### src/hw/rtl/sfp_pkg.sv
// shared types and constants of the sync frame parser
package sfp_pkg;

   localparam int MAX_PAYLOAD_DEF = 32;
   localparam logic [7:0] SYNC_RESET = 8'hA5;
   localparam logic [7:0] SUM_GOOD = 8'hFF;
   localparam int HDR_BYTES = 6;

   localparam logic [1:0] PS_NONE    = 2'd0;
   localparam logic [1:0] PS_FRAME   = 2'd1;
   localparam logic [1:0] PS_LEN_ERR = 2'd2;
   localparam logic [1:0] PS_SUM_ERR = 2'd3;

   typedef struct packed {
      logic [7:0] data;
      logic       is_sync;
   } rx_item_type;

   typedef struct packed {
      logic [1:0] parse_status;
      logic [7:0] frame_type;
      logic [7:0] frame_sequence;
      logic [5:0] payload_count;
      logic [7:0] payload_byte;
      logic       byte_valid;
      logic       last_result;
   } rsp_item_type;

   typedef struct packed {
      logic push;
      logic full;
   } q_ctl_type;

endpackage

### src/hw/rtl/sfp_ram.sv
// generic single write, single read ram with registered read data
module sfp_ram #(
   parameter int WIDTH = 8,
   parameter int DEPTH = 38
) (
   input  logic                     clock,
   input  logic                     wr_en,
   input  logic [$clog2(DEPTH)-1:0] wr_addr,
   input  logic [WIDTH-1:0]         wr_data,
   input  logic                     rd_en,
   input  logic [$clog2(DEPTH)-1:0] rd_addr,
   output logic [WIDTH-1:0]         rd_data
);

   logic [WIDTH-1:0] mem_ff [DEPTH];
   logic [WIDTH-1:0] rd_data_ff;

   always_ff @(posedge clock) begin
      if (wr_en) begin
         mem_ff[wr_addr] <= wr_data;
      end
      if (rd_en) begin
         rd_data_ff <= mem_ff[rd_addr];
      end
   end

   assign rd_data = rd_data_ff;

endmodule

### src/hw/rtl/sfp_front.sv
// front queue: accepts received bytes and tags sync bytes
module sfp_front (
   input  logic                clock,
   input  logic                reset,
   input  logic                push,
   input  logic [7:0]          rx_byte,
   input  logic [7:0]          sync_byte,
   output logic                full,
   output logic                item_valid,
   output sfp_pkg::rx_item_type item,
   input  logic                take
);

   sfp_pkg::rx_item_type ent_ff [2];
   logic       wp_ff, wp_in, rp_ff, rp_in;
   logic [1:0] n_ff, n_in;
   logic       do_push, do_take;

   assign full       = (n_ff == 2'd2);
   assign item_valid = (n_ff != 2'd0);
   assign item       = ent_ff[rp_ff];
   assign do_push    = push && !full;
   assign do_take    = take && item_valid;

   always_comb begin
      wp_in = do_push ? !wp_ff : wp_ff;
      rp_in = do_take ? !rp_ff : rp_ff;
      n_in  = n_ff + 2'(do_push) - 2'(do_take);
   end

   always_ff @(posedge clock) begin
      if (reset) begin
         wp_ff <= 1'b0;
         rp_ff <= 1'b0;
         n_ff  <= 2'd0;
      end else begin
         wp_ff <= wp_in;
         rp_ff <= rp_in;
         n_ff  <= n_in;
      end
   end

   always_ff @(posedge clock) begin
      if (do_push) begin
         ent_ff[wp_ff] <= '{data: rx_byte, is_sync: (rx_byte == sync_byte)};
      end
   end

endmodule

### src/hw/rtl/sfp_rsp_queue.sv
// two entry result queue in front of the result ports
module sfp_rsp_queue (
   input  logic                 clock,
   input  logic                 reset,
   input  logic                 push,
   input  sfp_pkg::rsp_item_type push_item,
   output logic                 full,
   output logic                 empty,
   output sfp_pkg::rsp_item_type head_item,
   input  logic                 pop
);

   sfp_pkg::rsp_item_type ent_ff [2];
   logic       wp_ff, wp_in, rp_ff, rp_in;
   logic [1:0] n_ff, n_in;
   logic       do_push, do_pop;

   assign full      = (n_ff == 2'd2);
   assign empty     = (n_ff == 2'd0);
   assign head_item = ent_ff[rp_ff];
   assign do_push   = push && !full;
   assign do_pop    = pop && !empty;

   always_comb begin
      wp_in = do_push ? !wp_ff : wp_ff;
      rp_in = do_pop ? !rp_ff : rp_ff;
      n_in  = n_ff + 2'(do_push) - 2'(do_pop);
   end

   always_ff @(posedge clock) begin
      if (reset) begin
         wp_ff <= 1'b0;
         rp_ff <= 1'b0;
         n_ff  <= 2'd0;
      end else begin
         wp_ff <= wp_in;
         rp_ff <= rp_in;
         n_ff  <= n_in;
      end
   end

   always_ff @(posedge clock) begin
      if (do_push) begin
         ent_ff[wp_ff] <= push_item;
      end
   end

endmodule

### src/hw/rtl/sfp_back.sv
// back end: resync buffer, frame search, checksum and payload emission
module sfp_back #(
   parameter int MAX_PAYLOAD = sfp_pkg::MAX_PAYLOAD_DEF,
   localparam int DEPTH = MAX_PAYLOAD + sfp_pkg::HDR_BYTES,
   localparam int AW = $clog2(DEPTH),
   localparam int CW = $clog2(DEPTH + 1)
) (
   input  logic                  clock,
   input  logic                  reset,
   input  logic [7:0]            sync_byte,
   input  logic                  item_valid,
   input  sfp_pkg::rx_item_type  item,
   output logic                  take,
   output sfp_pkg::q_ctl_type    out_ctl_push,
   input  logic                  out_full,
   output sfp_pkg::rsp_item_type out_item,
   output logic [CW-1:0]         fill_count
);

   localparam logic [3:0] S_IDLE     = 4'd0;
   localparam logic [3:0] S_SKIP     = 4'd1;
   localparam logic [3:0] S_SKIP_W   = 4'd2;
   localparam logic [3:0] S_HDR      = 4'd3;
   localparam logic [3:0] S_LEN_LO_W = 4'd4;
   localparam logic [3:0] S_LEN_HI_W = 4'd5;
   localparam logic [3:0] S_SUM      = 4'd6;
   localparam logic [3:0] S_TYPE_W   = 4'd7;
   localparam logic [3:0] S_SEQ_W    = 4'd8;
   localparam logic [3:0] S_PAY      = 4'd9;
   localparam logic [3:0] S_PAY_W    = 4'd10;
   localparam logic [3:0] S_DROP     = 4'd11;
   localparam logic [3:0] S_DONE     = 4'd12;
   localparam logic [3:0] S_SRCH     = 4'd13;
   localparam logic [3:0] S_SRCH_W   = 4'd14;

   localparam logic [CW:0] DEPTH_W = (CW + 1)'(DEPTH);
   localparam logic [CW-1:0] HDR_W = CW'(sfp_pkg::HDR_BYTES);

   logic [3:0]    state_ff, state_in;
   logic [AW-1:0] head_ff, head_in;
   logic [CW-1:0] cnt_ff, cnt_in;
   logic [CW-1:0] ofs_ff, ofs_in;
   logic          srch_ff, srch_in;
   logic [7:0]    len_lo_ff, len_lo_in;
   logic [CW-1:0] len_ff, len_in;
   logic [CW-1:0] sum_i_ff, sum_i_in;
   logic [CW-1:0] sum_n_ff, sum_n_in;
   logic          pend_ff, pend_in;
   logic [7:0]    acc_ff, acc_in;
   logic [CW-1:0] k_ff, k_in;
   logic [1:0]    status_ff, status_in;
   logic [7:0]    type_ff, type_in;
   logic [7:0]    seq_ff, seq_in;

   logic          rd_en, wr_en, push;
   logic [CW-1:0] rd_rel;
   logic [AW-1:0] rd_addr, wr_addr;
   logic [7:0]    rd_data;
   logic [15:0]   len16;
   logic [CW-1:0] need;

   function automatic logic [AW-1:0] wrap(input logic [CW:0] s);
      logic [CW:0] t;
      t = (s >= DEPTH_W) ? s - DEPTH_W : s;
      return t[AW-1:0];
   endfunction

   assign rd_addr = wrap((CW + 1)'(head_ff) + (CW + 1)'(rd_rel));
   assign wr_addr = wrap((CW + 1)'(head_ff) + (CW + 1)'(cnt_ff));
   assign len16   = {rd_data, len_lo_ff};
   assign need    = CW'(len16) + HDR_W;
   assign fill_count = cnt_ff;

   sfp_ram #(
      .WIDTH (8),
      .DEPTH (DEPTH)
   ) u_buf (
      .clock   (clock),
      .wr_en   (wr_en),
      .wr_addr (wr_addr),
      .wr_data (item.data),
      .rd_en   (rd_en),
      .rd_addr (rd_addr),
      .rd_data (rd_data)
   );

   always_comb begin
      state_in  = state_ff;
      head_in   = head_ff;
      cnt_in    = cnt_ff;
      ofs_in    = ofs_ff;
      srch_in   = srch_ff;
      len_lo_in = len_lo_ff;
      len_in    = len_ff;
      sum_i_in  = sum_i_ff;
      sum_n_in  = sum_n_ff;
      pend_in   = 1'b0;
      acc_in    = acc_ff;
      k_in      = k_ff;
      status_in = status_ff;
      type_in   = type_ff;
      seq_in    = seq_ff;
      rd_en     = 1'b0;
      rd_rel    = '0;
      wr_en     = 1'b0;
      take      = 1'b0;
      push      = 1'b0;
      out_item  = '0;
      out_item.last_result = 1'b1;

      unique case (state_ff)
         S_IDLE: begin
            if (item_valid) begin
               take      = 1'b1;
               status_in = sfp_pkg::PS_NONE;
               if (cnt_ff == '0 && !item.is_sync) begin
                  state_in = S_DONE;
               end else begin
                  wr_en = 1'b1;
                  if (cnt_ff >= CW'(DEPTH)) begin
                     head_in = wrap((CW + 1)'(head_ff) + (CW + 1)'(1));
                  end else begin
                     cnt_in = cnt_ff + CW'(1);
                  end
                  state_in = S_SKIP;
               end
            end
         end
         S_SKIP: begin
            if (cnt_ff == '0) begin
               state_in = S_DONE;
            end else begin
               rd_en    = 1'b1;
               state_in = S_SKIP_W;
            end
         end
         S_SKIP_W: begin
            if (rd_data != sync_byte) begin
               head_in  = wrap((CW + 1)'(head_ff) + (CW + 1)'(1));
               cnt_in   = cnt_ff - CW'(1);
               state_in = S_SKIP;
            end else begin
               ofs_in   = '0;
               srch_in  = 1'b0;
               state_in = S_HDR;
            end
         end
         S_HDR: begin
            if (!srch_ff && cnt_ff < CW'(5)) begin
               state_in = S_DONE;
            end else begin
               rd_en    = 1'b1;
               rd_rel   = ofs_ff + CW'(3);
               state_in = S_LEN_LO_W;
            end
         end
         S_LEN_LO_W: begin
            len_lo_in = rd_data;
            rd_en     = 1'b1;
            rd_rel    = ofs_ff + CW'(4);
            state_in  = S_LEN_HI_W;
         end
         S_LEN_HI_W: begin
            len_in   = CW'(len16);
            sum_i_in = '0;
            sum_n_in = need;
            acc_in   = '0;
            if (len16 > 16'(MAX_PAYLOAD)) begin
               if (srch_ff) begin
                  ofs_in   = ofs_ff + CW'(1);
                  state_in = S_SRCH;
               end else begin
                  status_in = sfp_pkg::PS_LEN_ERR;
                  head_in   = wrap((CW + 1)'(head_ff) + (CW + 1)'(1));
                  cnt_in    = cnt_ff - CW'(1);
                  state_in  = S_SKIP;
               end
            end else if (srch_ff) begin
               if ((CW + 1)'(ofs_ff) + (CW + 1)'(need) > (CW + 1)'(cnt_ff)) begin
                  ofs_in   = ofs_ff + CW'(1);
                  state_in = S_SRCH;
               end else begin
                  state_in = S_SUM;
               end
            end else if (cnt_ff < need) begin
               srch_in  = 1'b1;
               ofs_in   = CW'(1);
               state_in = S_SRCH;
            end else begin
               state_in = S_SUM;
            end
         end
         S_SUM: begin
            if (pend_ff) begin
               acc_in = acc_ff + rd_data;
            end
            if (sum_i_ff != sum_n_ff) begin
               rd_en    = 1'b1;
               rd_rel   = ofs_ff + sum_i_ff;
               sum_i_in = sum_i_ff + CW'(1);
               pend_in  = 1'b1;
            end else if (!pend_ff) begin
               if (acc_ff == sfp_pkg::SUM_GOOD) begin
                  if (srch_ff) begin
                     head_in  = wrap((CW + 1)'(head_ff) + (CW + 1)'(ofs_ff));
                     cnt_in   = cnt_ff - ofs_ff;
                     srch_in  = 1'b0;
                     state_in = S_SKIP;
                  end else begin
                     rd_en    = 1'b1;
                     rd_rel   = CW'(1);
                     state_in = S_TYPE_W;
                  end
               end else if (srch_ff) begin
                  ofs_in   = ofs_ff + CW'(1);
                  state_in = S_SRCH;
               end else begin
                  status_in = sfp_pkg::PS_SUM_ERR;
                  head_in   = wrap((CW + 1)'(head_ff) + (CW + 1)'(1));
                  cnt_in    = cnt_ff - CW'(1);
                  state_in  = S_SKIP;
               end
            end
         end
         S_TYPE_W: begin
            type_in  = rd_data;
            rd_en    = 1'b1;
            rd_rel   = CW'(2);
            state_in = S_SEQ_W;
         end
         S_SEQ_W: begin
            seq_in    = rd_data;
            status_in = sfp_pkg::PS_FRAME;
            k_in      = '0;
            state_in  = S_PAY;
         end
         S_PAY: begin
            out_item.parse_status   = status_ff;
            out_item.frame_type     = type_ff;
            out_item.frame_sequence = seq_ff;
            out_item.payload_count  = 6'(len_ff);
            if (len_ff == '0) begin
               if (!out_full) begin
                  push     = 1'b1;
                  state_in = S_DROP;
               end
            end else begin
               rd_en    = 1'b1;
               rd_rel   = HDR_W + k_ff;
               state_in = S_PAY_W;
            end
         end
         S_PAY_W: begin
            out_item.parse_status   = status_ff;
            out_item.frame_type     = type_ff;
            out_item.frame_sequence = seq_ff;
            out_item.payload_count  = 6'(len_ff);
            out_item.payload_byte   = rd_data;
            out_item.byte_valid     = 1'b1;
            out_item.last_result    = (k_ff == len_ff - CW'(1));
            if (!out_full) begin
               push = 1'b1;
               if (k_ff == len_ff - CW'(1)) begin
                  state_in = S_DROP;
               end else begin
                  k_in     = k_ff + CW'(1);
                  state_in = S_PAY;
               end
            end
         end
         S_DROP: begin
            head_in  = wrap((CW + 1)'(head_ff) + (CW + 1)'(len_ff + HDR_W));
            cnt_in   = cnt_ff - (len_ff + HDR_W);
            state_in = S_IDLE;
         end
         S_DONE: begin
            out_item.parse_status = status_ff;
            if (!out_full) begin
               push     = 1'b1;
               state_in = S_IDLE;
            end
         end
         S_SRCH: begin
            if ((CW + 1)'(ofs_ff) + (CW + 1)'(5) > (CW + 1)'(cnt_ff)) begin
               srch_in  = 1'b0;
               state_in = S_DONE;
            end else begin
               rd_en    = 1'b1;
               rd_rel   = ofs_ff;
               state_in = S_SRCH_W;
            end
         end
         S_SRCH_W: begin
            if (rd_data == sync_byte) begin
               state_in = S_HDR;
            end else begin
               ofs_in   = ofs_ff + CW'(1);
               state_in = S_SRCH;
            end
         end
         default: begin
            state_in = S_IDLE;
         end
      endcase
   end

   assign out_ctl_push = '{push: push, full: out_full};

   always_ff @(posedge clock) begin
      if (reset) begin
         state_ff <= S_IDLE;
         head_ff  <= '0;
         cnt_ff   <= '0;
         srch_ff  <= 1'b0;
         pend_ff  <= 1'b0;
      end else begin
         state_ff <= state_in;
         head_ff  <= head_in;
         cnt_ff   <= cnt_in;
         srch_ff  <= srch_in;
         pend_ff  <= pend_in;
      end
   end

   always_ff @(posedge clock) begin
      ofs_ff    <= ofs_in;
      len_lo_ff <= len_lo_in;
      len_ff    <= len_in;
      sum_i_ff  <= sum_i_in;
      sum_n_ff  <= sum_n_in;
      acc_ff    <= acc_in;
      k_ff      <= k_in;
      status_ff <= status_in;
      type_ff   <= type_in;
      seq_ff    <= seq_in;
   end

endmodule

### src/hw/rtl/sync_frame_parser_sum_check.sv
// top level of the sync frame parser with additive checksum
//
//   channel   direction  handshake         payload
//   req_      in         req_push/req_full rx_byte
//   rsp_      out        rsp_empty/rsp_pop status, type, sequence, count, byte, flags
//   csr_      in         csr_write_en      sync_byte
//
// the back end takes no new byte until done with the last; the resync search reruns
// the checksum walk over the buffer ram for each candidate offset, one read port,
// one byte per cycle. a frame emits one result per payload byte, or one if empty.
// reset empties the buffer at once; no clearing pass.
// a full result queue stalls the back end; the two-entry input queue then fills.
module sync_frame_parser_sum_check #(
   parameter int MAX_PAYLOAD = sfp_pkg::MAX_PAYLOAD_DEF
) (
   input  logic       clock,
   input  logic       reset,
   input  logic       req_push,
   output logic       req_full,
   input  logic [7:0] req_rx_byte,
   output logic       rsp_empty,
   input  logic       rsp_pop,
   output logic [1:0] rsp_parse_status,
   output logic [7:0] rsp_frame_type,
   output logic [7:0] rsp_frame_sequence,
   output logic [5:0] rsp_payload_count,
   output logic [7:0] rsp_payload_byte,
   output logic       rsp_byte_valid,
   output logic       rsp_last_result,
   input  logic       csr_write_en,
   input  logic [7:0] csr_sync_byte
);

   localparam int DEPTH = MAX_PAYLOAD + sfp_pkg::HDR_BYTES;
   localparam int CW = $clog2(DEPTH + 1);

   logic [7:0]            sync_ff, sync_in;
   logic                  item_valid, take;
   sfp_pkg::rx_item_type  item;
   sfp_pkg::q_ctl_type    out_ctl;
   logic                  out_full;
   sfp_pkg::rsp_item_type out_item, head_item;
   logic [CW-1:0]         fill_count;

   assign sync_in = csr_write_en ? csr_sync_byte : sync_ff;

   always_ff @(posedge clock) begin
      if (reset) begin
         sync_ff <= sfp_pkg::SYNC_RESET;
      end else begin
         sync_ff <= sync_in;
      end
   end

   sfp_front u_front (
      .clock      (clock),
      .reset      (reset),
      .push       (req_push),
      .rx_byte    (req_rx_byte),
      .sync_byte  (sync_ff),
      .full       (req_full),
      .item_valid (item_valid),
      .item       (item),
      .take       (take)
   );

   sfp_back #(
      .MAX_PAYLOAD (MAX_PAYLOAD)
   ) u_back (
      .clock        (clock),
      .reset        (reset),
      .sync_byte    (sync_ff),
      .item_valid   (item_valid),
      .item         (item),
      .take         (take),
      .out_ctl_push (out_ctl),
      .out_full     (out_full),
      .out_item     (out_item),
      .fill_count   (fill_count)
   );

   sfp_rsp_queue u_rsp (
      .clock     (clock),
      .reset     (reset),
      .push      (out_ctl.push),
      .push_item (out_item),
      .full      (out_full),
      .empty     (rsp_empty),
      .head_item (head_item),
      .pop       (rsp_pop)
   );

   assign rsp_parse_status   = head_item.parse_status;
   assign rsp_frame_type     = head_item.frame_type;
   assign rsp_frame_sequence = head_item.frame_sequence;
   assign rsp_payload_count  = head_item.payload_count;
   assign rsp_payload_byte   = head_item.payload_byte;
   assign rsp_byte_valid     = head_item.byte_valid;
   assign rsp_last_result    = head_item.last_result;

`ifndef ASSERT_OFF
   a_fill_bound: assert property (@(posedge clock) disable iff (reset)
      fill_count <= CW'(DEPTH))
      else $error("buffer fill beyond depth");

   a_no_push_full: assert property (@(posedge clock) disable iff (reset)
      !(out_ctl.push && out_ctl.full))
      else $error("result pushed into full queue");

   a_reset_empty: assert property (@(posedge clock)
      reset |=> rsp_empty)
      else $error("result queue not empty after reset");
`endif

endmodule

### config.mk
export PLATFORM = sky130hd
export DESIGN_NAME = sync_frame_parser_sum_check
export DESIGN_NICKNAME = d
export VERILOG_FILES = /design/src/hw/rtl/sfp_pkg.sv /design/src/hw/rtl/sfp_ram.sv /design/src/hw/rtl/sfp_front.sv /design/src/hw/rtl/sfp_rsp_queue.sv /design/src/hw/rtl/sfp_back.sv /design/src/hw/rtl/sync_frame_parser_sum_check.sv
export SDC_FILE = /design/constraint.sdc
export NUM_CORES = 1
export LEC_CHECK = 0
export BUFFER_PORTS_ARGS = -buffer_cell sky130_fd_sc_hd__buf_2
export CAP_MARGIN = 20
export CORE_AREA = 2 2 318 320
export CTS_CLUSTER_SIZE = 12
export DETAILED_ROUTE_END_ITERATION = 16
export DIE_AREA = 0 0 320 322
export GPL_TIMING_DRIVEN = 1
export PLACE_DENSITY = 0.41
export SLEW_MARGIN = 20
export SYNTH_ARGS = -nofsm -noshare
export SYNTH_HDL_FRONTEND = slang
export SYNTH_HIERARCHICAL = 1
export SYNTH_SLANG_ARGS = --single-unit
### constraint.sdc
create_clock -name clock -period 15.25 [get_ports clock]
set_clock_uncertainty 0.1 [all_clocks]
set_input_delay 1.525 -clock clock [delete_from_list [all_inputs] [get_ports clock]]
set_output_delay 1.525 -clock clock [all_outputs]
set_load 0.005 [all_outputs]
After elaboration in Yosys (flattened, before gate mapping)
Memory sizes are Yosys's and may differ from the RTL's. A register that Yosys moved wholly into a read port is not among the register bits.
Cells that the tools add are included.

word-level totals
  input bits = 21
  flip-flop bits (word level) = 98
  bits in writable memories = 390
  output and inout port bits = 36
  memories kept = 3

memory list
  memory               words  width  rd ports  clocked after memory_dff  write ports  RTL line             RTL
  u_back.u_buf.mem_ff  38     8      1         1                         1            sfp_ram.sv:15        logic [WIDTH-1:0] mem_ff [DEPTH];
  u_rsp.ent_ff         2      34     1         1                         1            sfp_rsp_queue.sv:13  sfp_pkg::rsp_item_type ent_ff [2];
  u_front.ent_ff       2      9      1         1                         1            sfp_front.sv:14      sfp_pkg::rx_item_type ent_ff [2];

operators by class
  magnitude comparators = 11
  multiplexer cells = 123
  reductions and logical operators = 40
  bitwise gates (word level) = 1
  add/sub/neg operators = 32
  eq/ne operators = 47

operators with widths
  kind                                                                                 count
  6-bit two-way mux                                                                    44
  4-bit two-way mux                                                                    17
  6-bit case mux with 5 select lines                                                   2
  4-bit case mux with 14 select lines                                                  1
  6-bit case mux with 6 select lines                                                   1
  7-bit by 6-bit greater-or-equal comparator with 1-bit output, second input constant  5
  1-bit two-way mux                                                                    35
  6-bit subtractor, second input constant                                              5
  6-bit by 6-bit adder with 7-bit output                                               4
  4-bit equality test, second input constant                                           7
  2-bit inequality test, second input constant                                         14
  6-bit by 1-bit adder with 6-bit output, second input constant                        4
  6-bit case mux with 2 select lines                                                   2
  6-bit case mux with 4 select lines                                                   1
  2-bit two-way mux                                                                    11
  22-bit two-way mux                                                                   1
  6-bit by 3-bit adder with 6-bit output, second input constant                        3
  9-bit AND reduction                                                                  2
  4-bit by 3-bit equality test with 1-bit output, second input constant                4
  8-bit equality test                                                                  2
  16-bit by 6-bit > comparator with 1-bit output, second input constant                1
  8-bit case mux with 2 select lines                                                   1
  8-bit AND reduction                                                                  2
  6-bit by 3-bit adder with 7-bit output, second input constant                        2
  other kinds (48)                                                                     83

Longest topological paths before layout
Gate-level depths: netlist of run 1.

  depth in word-level cells = 8
  mapped depth = 30

Modules after synthesis
The synthesis of run 1 kept the hierarchy.

by module, submodules not included
  module                       cells an instance  times used  seq. area each (um^2)  area an instance (um^2)
  sfp_ram                      678                1           9369.0                 12469.5
  sfp_back                     963                1           2252.2                 8331.7
  sfp_rsp_queue                133                1           2142.1                 2683.8
  sfp_front                    65                 1           640.6                  968.4
  sync_frame_parser_sum_check  26                 1           160.2                  296.5

Worst setup path after synthesis of run 1
OpenSTA, ideal clock, no wires.

  path type = reg-to-reg
  from = reg u_back.ofs_ff[2]
  to = reg u_back.u_buf.rd_data_ff[6], in the netlist u_back/u_buf/rd_data[6], read port of u_back.u_buf.mem_ff (data pin)
  cell stages (with the launch flop) = 28
  data required time = 14970 ps
  data arrival time = 5801 ps
  setup slack = 9169 ps
  setup time = 180 ps
  cells stage by stage = edfxtp_1 -> clkbuf_1 -> inv_1 -> ha_1 -> a21oi_1 -> xnor2_1 -> ha_1 -> nor2b_1 -> o31a_1 -> o32a_1 -> nor4_2 -> nor2_1 -> o21ai_0 -> ha_1 -> a21o_1 -> a21oi_1 -> xnor2_1 -> nor3_1 -> o21a_1 -> o21ai_0 -> mux2_2 -> buf_2 -> nor2b_1 -> buf_6 -> a22o_1 -> a221oi_2 -> o22ai_1 -> o41ai_2

between the ends
  cells in the longest elaborated chain, start to end = 7

ends and longest elaborated chain
  item                                                                                                     RTL line         RTL
  start: declaration                                                                                       sfp_back.sv:42   logic [CW-1:0] ofs_ff, ofs_in;
  start signal: assignment                                                                                 sfp_back.sv:326  ofs_ff <= ofs_in;
  6-bit by 3-bit adder with 7-bit output                                                                   sfp_back.sv:284  if ((CW + 1)'(ofs_ff) + (CW + 1)'(5) > (CW + 1)'(cnt_ff)) begin
  7-bit by 6-bit > comparator with 1-bit output                                                            sfp_back.sv:284
  6-bit two-way mux                                                                                        sfp_back.sv:284
  6-bit case mux with 6 select lines (*)                                                                   sfp_back.sv:111  unique case (state_ff)
  6-bit by 6-bit adder with 7-bit output (*)                                                               sfp_back.sv:68   assign rd_addr = wrap((CW + 1)'(head_ff) + (CW + 1)'(rd_rel));
  6-bit subtractor / 7-bit by 6-bit greater-or-equal comparator with 1-bit output (equally long branches)  sfp_back.sv:64   t = (s >= DEPTH_W) ? s - DEPTH_W : s;
  6-bit two-way mux (*)                                                                                    sfp_back.sv:64
  named net u_back.rd_addr[2]                                                                              sfp_back.sv:57   logic [AW-1:0] rd_addr, wr_addr;
  end: declaration                                                                                         sfp_ram.sv:16    logic [WIDTH-1:0] rd_data_ff;

Mark *: on every way through the listed nets, which the timed path passes. The rest lies on a longest branch.
A chain may end at the register's enable or synchronous reset.

Final worst setup path of run 1
  from = reg u_back.ofs_ff[2]
  to = reg u_back.u_buf.rd_data_ff[0], in the netlist u_back/u_buf/rd_data[0], read port of u_back.u_buf.mem_ff (data pin)

The elaborated chain is that of the path after synthesis.

==> out/summary.txt, run 1 <==
Sum Neg Setup Slack: 0 ns
total track usage: 0.137
initial DRC count: 1304
Initial Util: 0.249
syn avg cell area: 13.3 um^2
CTS clk-pin slew, worst paths: 0.06 ns
clk_lat worst skew: 0.64 ns
Worst Reg-to-Reg Cells: 25
DP Wirelength: 48.4 mm
Final Setup Violations: 0
pin count of the biggest net entering global routing: 53
CP Capture Type: flop
leak pwr: 9.84 nW
I/O pin count: 57
period utilization: 0.488
minimum clock period: 7.45 ns
clock sinks: 497
Die H: 322 um
Final nets: 2069
Worst path depth: 25
max-slew violations: 0
worst setup path class: flop to flop
post-cts resize count: 0
drt first pass iters: 7
htree depth: 2
Worst EP arrival: 7.78 ns
n_diodes: 0
unrepaired setup endpoints after global routing: false
commonest non-fill, non-tap cell in the layout: edfxtp_1
fraction of layout cells with a size suffix above 1: 0.144
TritonCTS clock tree: built
Placer Congestion: 0.912
Core ar.: 0.0996 mm^2
mapped cell area: 0.0247 mm^2
Area Growth Syn to Fin: 13.9%
dpl ws: 7.87 ns
DR vias: 15500
Worst path max stage delay: 0.66 ns
worst hold path class: flop to flop
via/cell ratio: 4.75
die area: 0.103 mm^2
CTS Buffer Depth: 3
status: completed
post-synthesis cell count: 1864
DRC Markers: 0
final hold viol count: 0
CP most frequent cell: ha_1
CTS root buffer: clkbuf_16
maximum VDD drop: 0.0992 mV
PwrDens: 176 mW/mm^2
DIE WIDTH: 320 um
number of max-cap violations: 0
Hold-fix buffers, CTS: 0
Cell Rows: 116
Routed WL: 71.4 mm
Max Freq: 0.134 GHz
most frequent cells in the layout: edfxtp_1 (461), nor2_1 (146), mux2i_1 (144)
startpoint types: flop
relative max-transition margin: 0.270
vias in the first global route: 15700
synth warn: 6
cts bufs inserted: 54
Worst Setup Slack, final: 7.80 ns
Min Hold Slack: 0.400 ns
post-layout util: 0.283
number of I/O port buffers: 56
hold path depth: 2
total grt overflow: 0
Post-CTS Setup Inserts: 0
kind of cell adding the most delay to the critical path: compound AO/OA/AOI/OAI gates
Req. time, crit path: 15.58 ns
initial antenna violation count: 0
crit-path max FO: 32
wire per inst: 21.8 um
remaining antenna violation count: 0
Crit-path slowest cell: edfxtp_1
actual slew at the worst max-slew pin: 1.09 ns
Buf+Inv Stages, Crit Path: 2
global-route wire length before repair: 105 mm
syn nets: 1999
## state kept, by name, indices dropped and copies added, names as in the netlist, 6 cells and up, named ones only
name	count
u_back/acc_ff	8
sync_ff	8
u_back/fill_count	6
u_back/len_lo_ff	8
u_rsp/ent_ff	68
u_back/seq_ff	8
u_back/k_ff	6
u_back/head_ff	6
u_front/ent_ff	18
u_back/u_buf/mem_ff	304
u_back/ofs_ff	6
u_back/type_ff	8
u_back/u_buf/rd_data	8
u_back/sum_i_ff	6
u_back/len_ff	6
## worst paths after layout
path / slack, ns / from / endpoint
worst max-delay path: 7.80 / u_back/ofs_ff[2] / u_back/u_buf/rd_data[0]
worst min-delay path: 0.40 / u_rsp/wp_ff / u_rsp/wp_ff
worst max register to register: 7.80 / u_back/ofs_ff[2] / u_back/u_buf/rd_data[0]
worst min register to register: 0.40 / u_rsp/wp_ff / u_rsp/wp_ff
## layer usage
metal,GRT usage,share of wire
met1,0.185,0.46
met2,0.222,0.46
met4,0.0417,0.028
met5,0,0
met3,0.0254,0.049
## tightest hold or removal path, delay by kind of cell (launching register included)
family             cells  cell delay, ns
DFF                    1            0.31
AOI/OAI and AO/OA      2            0.15
## area by class of cell
class / instances / area [um^2]
Clock buffer: 70 / 1450
Clock inverter: 25 / 274
Fill cell: 10100 / 71400
Inverter: 76 / 285
Multi-Input combinational cell: 1217 / 9450
Sequential cell: 497 / 14600
Tap cell: 1298 / 1620
Timing Repair Buffer: 88 / 520
## power by group
| part | switching [mW] | internal [mW] | total, mW |
|---|---|---|---|
| logic | 1.16 | 0.700 | 1.86 |
| registers | 0.106 | 1.69 | 1.80 |
| clock network | 0.552 | 0.754 | 1.31 |
| total | 1.82 | 3.15 | 4.97 |
## through the flow
stage / power, mW / area [um^2] / cells
4_1_cts: 5.03 / 28200 / 3271
2_1_floorplan: 3.09 / 24700 / 1864
6_report: 4.97 / 28200 / 3271
5_1_grt: 5.25 / 28200 / 3271
3_5_place_dp: 3.70 / 26400 / 3176
3_3_place_gp: 3.69 / 26400 / 3176
Power figures use the tool's default switching activity.
==> run 2: changes to the inputs <==
--- a/config.mk
+++ b/config.mk
@@ -12,7 +12,7 @@
 export DETAILED_ROUTE_END_ITERATION = 16
 export DIE_AREA = 0 0 320 322
 export GPL_TIMING_DRIVEN = 1
-export PLACE_DENSITY = 0.41
+export PLACE_DENSITY = 0.42
 export SLEW_MARGIN = 20
 export SYNTH_ARGS = -nofsm -noshare
 export SYNTH_HDL_FRONTEND = slang
==> constraint.sdc (replaced) <==
create_clock -name clock -period 6.8 [get_ports clock]
set_clock_uncertainty 0.1 [all_clocks]
set_input_delay 0.68 -clock clock [delete_from_list [all_inputs] [get_ports clock]]
set_output_delay 0.68 -clock clock [all_outputs]
set_load 0.005 [all_outputs]
==> run 2 against run 1 <==
Net effect:
- critical path type unchanged
- clock power up 110%
- worst setup slack got worse by 7.3 ns
- sequential power up 120%
==> out/summary.txt, run 2 (synthesized netlist as in run 1, its figures left out) <==
status: completed
relative max-transition margin: 0.243 (-0.0269)
worst setup path class: flop to flop
TritonCTS clock tree: built
Non-Filler Instances: 3297 (+0.79%)
Area Growth Syn to Fin: 14.4%
Worst Setup SP: u_back/ofs_ff[0]
unrepaired setup endpoints after global routing: false
Routed WL: 71.1 mm (-0.54%)
CP endpoint: u_back/u_buf/rd_data[5]
worst hold path class: input port to flop
clock sinks: 497 (unchanged)
dpl ws: -0.0818 ns (-7.95 ns)
# fillers: 10100 (-0.040%)
number of I/O port buffers: 56 (unchanged)
most frequent cells in the layout: edfxtp_1 (461), nor2_1 (146), mux2i_1 (144)
max-slew violations: 0 (unchanged)
Final Setup Violations: 0 (unchanged)
cts bufs inserted: 53 (-1.9%)
Worst Setup Slack, final: 0.502 ns (-7.30 ns)
DP Wirelength: 49.3 mm (+1.9%)
Initial Util: 0.249 (unchanged)
minimum clock period: 6.30 ns (-1.15 ns)
DRC Markers: 0 (unchanged)
total track usage: 0.136 (-0.000826)
drt first pass iters: 7 (unchanged)
Top reg by flops: u_back/u_buf/mem_ff
n_diodes: 0 (unchanged)
Post-CTS Setup Inserts: 0 (unchanged)
Max Freq: 0.159 GHz (+18%)
global-route wire length before repair: 105 mm (-0.92%)
max reg flops: 304 (unchanged)
capture point of the worst reg-to-reg path: u_back/u_buf/rd_data[5]
initial antenna violation count: 1 (+1)
clk_lat worst skew: 0.62 ns (-0.02 ns)
CP Capture Type: flop
dpl cells: 3205 (+0.91%)
launching point of the worst reg2reg path: u_back/ofs_ff[0]
via/cell ratio: 4.69 (-1.3%)
wire per inst: 21.6 um (-1.3%)
PwrDens: 390 mW/mm^2 (+120%)
startpoint types: flop
vias in the first global route: 15600 (-1.0%)
CTS root buffer: clkbuf_16
leak pwr: 9.93 nW (+0.88%)
Cell Rows: 116 (unchanged)
Worst EP arrival: 6.54 ns (-1.24 ns)
number of max-cap violations: 0 (unchanged)
DR vias: 15500 (-0.52%)
Req. time, crit path: 7.04 ns (-8.54 ns)
die area: 0.103 mm^2 (unchanged)
Placer Congestion: 0.860 (-5.7%)
fraction of layout cells with a size suffix above 1: 0.157 (+0.0126)
commonest non-fill, non-tap cell in the layout: edfxtp_1
actual slew at the worst max-slew pin: 1.13 ns (+0.0400 ns)
pin count of the biggest net entering global routing: 51 (-3.8%)
remaining antenna violation count: 0 (unchanged)
Largest regs: u_back/u_buf/mem_ff x304, u_rsp/ent_ff x68, u_front/ent_ff x18
maximum VDD drop: 0.206 mV (+110%)
Core ar.: 0.0996 mm^2 (unchanged)
htree depth: 2 (unchanged)
r2r setup slk: 0.50 ns (-7.30 ns)
final hold viol count: 0 (unchanged)
Sum Neg Setup Slack: 0 ns (unchanged)
Final nets: 2097 (+1.4%)
DIE WIDTH: 320 um (unchanged)
crit-path max FO: 23 (-28%)
Die H: 322 um (unchanged)
CTS clk-pin slew, worst paths: 0.06 ns (about the same)
Worst Reg-to-Reg Cells: 26 (+4.0%)
I/O pin count: 57 (unchanged)
CTS Buffer Depth: 3 (unchanged)
initial DRC count: 1085 (-17%)
total grt overflow: 0 (unchanged)
period utilization: 0.926 (+0.438)
==> run 2: layer usage <==
metal | GRT usage | share of wire
met1 | 0.182 | 0.45
met2 | 0.227 | 0.48
met3 | 0.0226 | 0.048
met4 | 0.0366 | 0.024
met5 | 0 | 0
==> run 2: how the worst min path moves through the flow <==
stage	start	end	slack (ns)	cells after the start
2_1_floorplan	u_front/wp_ff	u_front/wp_ff	0.35	2
3_3_place_gp	u_front/wp_ff	u_front/wp_ff	0.37	2
3_5_place_dp	u_rsp/wp_ff	u_rsp/wp_ff	0.39	2
4_1_cts	csr_sync_byte[0]	sync_ff[0]	0.15	2
5_1_grt	csr_sync_byte[2]	sync_ff[2]	0.16	2
6_report	csr_sync_byte[5]	sync_ff[5]	0.18	2
==> run 2: metrics by stage <==
stage	area (um^2)	power (mW)	hold WS [ns]	utilization
2_1_floorplan	24700	6.93	0.351	-
3_3_place_gp	26700	8.32	0.365	0.268
3_5_place_dp	26700	8.36	0.387	0.268
4_1_cts	28300	11.1	0.152	0.284
5_1_grt	28300	11.7	0.163	0.284
6_report	28300	11.0	0.181	0.284
==> run 2: worst max-delay path, stage by stage (launching register included) <==
cell and delay [ns]:
edfxtp_1 0.36, buf_4 0.24, inv_1 0.09, ha_1 0.35, ha_1 0.31, nand2b_1 0.05
a21oi_1 0.16, o31a_1 0.15, o32a_1 0.19, nor4_2 0.06, nor2_1 0.13, a21o_1 0.14
o221ai_1 0.19, ha_4 0.23, fa_1 0.39, a21o_1 0.17, a21oi_1 0.23, xnor2_1 0.14
nor3_1 0.30, o21a_1 0.19, o21ai_2 0.10, mux2_2 0.34, nor2b_4 0.62, a22o_1 0.27
a221oi_2 0.05, o22ai_1 0.31, o41ai_2 0.13
==> run 2: what timing repair did <==
| item | in CTS | in global routing |
|---|---|---|
| hold buffers | 0 | 0 |
| setup endpoints to repair | 8 | 8 |
| resized for setup | 1 | 4 |
==> run 2: cell type report <==
type	instances	area, um^2	share of cell area
sequential	497	14600	0.515
multi-input combinational	1217	9480	0.335
tap	1298	1620	0.0574
clock buffer	72	1450	0.0512
timing repair buffer	117	738	0.0261
inverter	76	285	0.0101
clock inverter	20	159	0.00562
==> run 2: power breakdown <==
| group | internal (mW) | switching, mW |
|---|---|---|
| Sequential | 3.79 | 0.184 |
| Combinational | 1.62 | 2.70 |
| Clock | 1.53 | 1.21 |
==> run 3: changes to the inputs <==
--- a/config.mk
+++ b/config.mk
@@ -7,14 +7,14 @@
 export LEC_CHECK = 0
 export BUFFER_PORTS_ARGS = -buffer_cell sky130_fd_sc_hd__buf_2
 export CAP_MARGIN = 20
-export CORE_AREA = 2 2 318 320
+export CORE_AREA = 2 2 326 328
+export CTS_CLUSTER_DIAMETER = 100
 export CTS_CLUSTER_SIZE = 12
 export DETAILED_ROUTE_END_ITERATION = 16
-export DIE_AREA = 0 0 320 322
+export DIE_AREA = 0 0 328 330
 export GPL_TIMING_DRIVEN = 1
 export PLACE_DENSITY = 0.42
 export SLEW_MARGIN = 20
 export SYNTH_ARGS = -nofsm -noshare
 export SYNTH_HDL_FRONTEND = slang
-export SYNTH_HIERARCHICAL = 1
 export SYNTH_SLANG_ARGS = --single-unit
==> run 3 against run 2 <==
Net effect:
- register-to-register slack got worse by 0.11 ns
- count of clock-buffer cells in the layout fell by 6
- core utilization fell by 0.23 points
- wire length increased by 8.0%
- sequential power is 2% higher
- worst setup slack worse by 0.11 ns
- flip-flop and latch count is the same
- hold slack gained 0.017 ns
- via count grew 15%
- global-route usage is 0.31 points higher
- critical path type unchanged
- critical endpoint is now u_back.u_buf.rd_data[6]
- largest power group unchanged
==> out/summary.txt, run 3 <==
TritonCTS clock tree: built
Placer Congestion: 0.888 (+3.3%)
htree depth: 2 (unchanged)
DP Area: 0.0280 mm^2 (+5.1%)
Post-synth top flop: edfxtp_1
synth top area cells: edfxtp_1 (53%), ha_1 (5.1%), mux2i_1 (4.1%), mux2_2 (3.2%), dfxtp_1 (2.8%)
number of max-cap violations: 0 (unchanged)
remaining antenna violation count: 0 (unchanged)
met2 Use GR: 0.235 (+0.00876)
Cell Rows: 119 (+2.6%)
proportion of synthesized chip area in sequential cells: 0.559
CTS Buffer Depth: 3 (unchanged)
Die H: 330 um (+2.5%)
Worst EP arrival: 6.66 ns (+0.12 ns)
Top reg by flops: u_back.u_buf.mem_ff
post-layout util: 0.282 (-0.00232)
unrepaired setup endpoints after global routing: false
leak pwr: 10.0 nW (+0.78%)
CP most frequent cell: o21a_1
dpl cells: 3508 (+9.5%)
commonest non-fill, non-tap cell in the layout: edfxtp_1
syn avg cell area: 12.3 um^2 (-7.6%)
most frequent cells in the layout: edfxtp_1 (461), nor2_1 (166), a21oi_1 (119)
syn nets: 2260 (+13%)
Core ar.: 0.105 mm^2 (+5.1%)
DIE WIDTH: 328 um (+2.5%)
Routed WL: 76.7 mm (+8.0%)
most common cell in the netlist: edfxtp_1
Initial Util: 0.249 (+0.000309)
Non-Filler Instances: 3587 (+8.8%)
drt first pass iters: 7 (unchanged)
Final Setup Violations: 0 (unchanged)
Synth top area share: 0.532
sequential cell fraction of total power: 0.333 (-0.028)
Sum Neg Setup Slack: 0 ns (unchanged)
Worst path max stage delay: 0.46 ns (-0.16 ns)
clock sinks: 497 (unchanged)
n_diodes: 0 (unchanged)
fraction of layout cells with a size suffix above 1: 0.131 (-0.0254)
NetSw: 4.90 mW (+20%)
via/cell ratio: 4.97 (+5.9%)
CP Capture Type: flop
sw frac: 0.403 (+0.0328)
Req. time, crit path: 7.05 ns (about the same)
Post-synth ARST share: 0
post-synthesis cell count: 2124 (+14%)
final hold viol count: 0 (unchanged)
die area: 0.108 mm^2 (+5.0%)
Max Freq: 0.156 GHz (-1.8%)
initial DRC count: 1406 (+30%)
minimum clock period: 6.41 ns (+0.113 ns)
Clock Power Share: 0.204 (-0.044)
worst hold path class: input port to flop
crit-path max FO: 7 (-70%)
CTS clk-pin slew, worst paths: 0.07 ns (about the same)
vias in the first global route: 17600 (+13%)
number of synthesized flops with an enable pin: 461
Post-synth top cells: edfxtp_1 (461), nor2_1 (168), a21oi_1 (121)
Yosys reg bits: 497
initial antenna violation count: 1 (unchanged)
total grt overflow: 0 (unchanged)
status: completed
DP Wirelength: 53.3 mm (+8.0%)
synth warn: 0 (-6)
Crit-path slowest cell: edfxtp_1
top cell type by total area after synthesis: edfxtp_1
startpoint types: flop
Hold-fix buffers, CTS: 0 (unchanged)
Final nets: 2313 (+10%)
Distinct cells, synth: 83
maximum VDD drop: 0.186 mV (-9.9%)
wire per inst: 21.4 um (-0.77%)
cts bufs inserted: 47 (-11%)
number of I/O port buffers: 56 (unchanged)
actual slew at the worst max-slew pin: 1.14 ns (+0.00876 ns)
cell-internal power: 7.25 mW (+4.5%)
period utilization: 0.943 (+0.0166)
max reg flops: 304 (unchanged)
pin count of the biggest net entering global routing: 101 (+98%)
CTS root buffer: clkbuf_16
DRC Markers: 0 (unchanged)
relative max-transition margin: 0.241 (-0.00161)
global-route met1 utilization: 0.187 (+0.00491)
max-slew violations: 0 (unchanged)
Largest regs: u_back.u_buf.mem_ff x304, u_rsp.ent_ff x68, u_front.ent_ff x18
DR vias: 17800 (+15%)
part of the power in combinational logic: 0.462 (+0.070)
PwrDens: 412 mW/mm^2 (+5.7%)
I/O pin count: 57 (unchanged)
worst setup path class: flop to flop
Area Growth Syn to Fin: 13.3%
Most Crowded Layer GR: met2
total track usage: 0.139 (+0.00315)
clk_lat worst skew: 0.61 ns (about the same)
mapped cell area: 0.0260 mm^2 (+5.3%)
cell area after layout: 0.0295 mm^2 (+4.3%)
global-route wire length before repair: 115 mm (+10%)
global-route met3 utilization: 0.0186 (-0.00396)
[run 3: final timing paths]
kind	depth (start not counted)	start	to	slack, ns
worst max-delay path	29	u_back.ofs_ff[0]	u_back.u_buf.rd_data[6]	0.39
worst min-delay path	2	csr_sync_byte[5]	sync_ff[5]	0.20
worst max register to register	29	u_back.ofs_ff[0]	u_back.u_buf.rd_data[6]	0.39
worst min register to register	2	u_rsp.rp_ff	u_rsp.rp_ff	0.41
[run 3: power by group through the flow]
stage	combinational (mW)	clock [mW]	sequential [mW]
after floorplan	3.88	0	3.99
after global placement	5.47	0	4.13
after detailed placement	5.53	0	4.13
after CTS	5.56	2.56	4.06
after global routing	6.16	2.66	4.09
final	5.62	2.48	4.05
[run 3: repair_timing]
| action | 4_1_cts | 5_1_grt |
|---|---|---|
| gates resized for setup | 0 | 7 |
| buffers inserted | 0 | 10 |
| setup endpoints to repair | 0 | 8 |
[run 3: cells by family (layout without fill, tap and decap cells)]
| logic type | after synthesis | in the layout | synth area share |
|---|---|---|---|
| AOI/OAI and AO/OA | 540 | 540 | 0.145 |
| xor gates and xnor gates | 113 | 113 | 0.0380 |
| adders and majority gates | 115 | 115 | 0.0578 |
| buffers and inverters | 195 | 267 | 0.0304 |
| DFF | 497 | 497 | 0.559 |
| muxes | 193 | 193 | 0.0822 |
| and+or+nand+nor | 471 | 471 | 0.0870 |
[run 3: metrics by stage]
stage	setup slack (ns)	total power [mW]	hold WS, ns
after detailed placement	0.268	9.66	0.400
after floorplan	0.176	7.87	0.362
after CTS	0.267	12.2	0.144
after global routing	0.0186	12.9	0.162
after global placement	0.343	9.60	0.396
final	0.389	12.2	0.198
[run 3: area by class of cell]
cell class / instances / area [um^2]
fill: 10700 / 75200
clock inverter: 2 / 25.0
sequential: 497 / 14600
multi-input combinational: 1432 / 10800
inverter: 83 / 312
clock buffer: 66 / 1310
timing repair buffer: 116 / 785
tap: 1391 / 1740
[run 3: routing by layer]
metal  wire length (um)  share of wire
met3               3410          0.044
met1              34600           0.45
met2              37000           0.48
met4               1780          0.023
met5                  0              0
[run 3: worst max-delay path, delay by kind of cell (launching register included)]
| kind | cells | cell delay, ns |
|---|---|---|
| and+or+nand+nor | 8 | 1.06 |
| AOI/OAI and AO/OA | 11 | 2.29 |
| buffers and inverters | 5 | 0.74 |
| adders and majority gates | 4 | 1.16 |
| muxes | 1 | 0.33 |
| DFF | 1 | 0.46 |
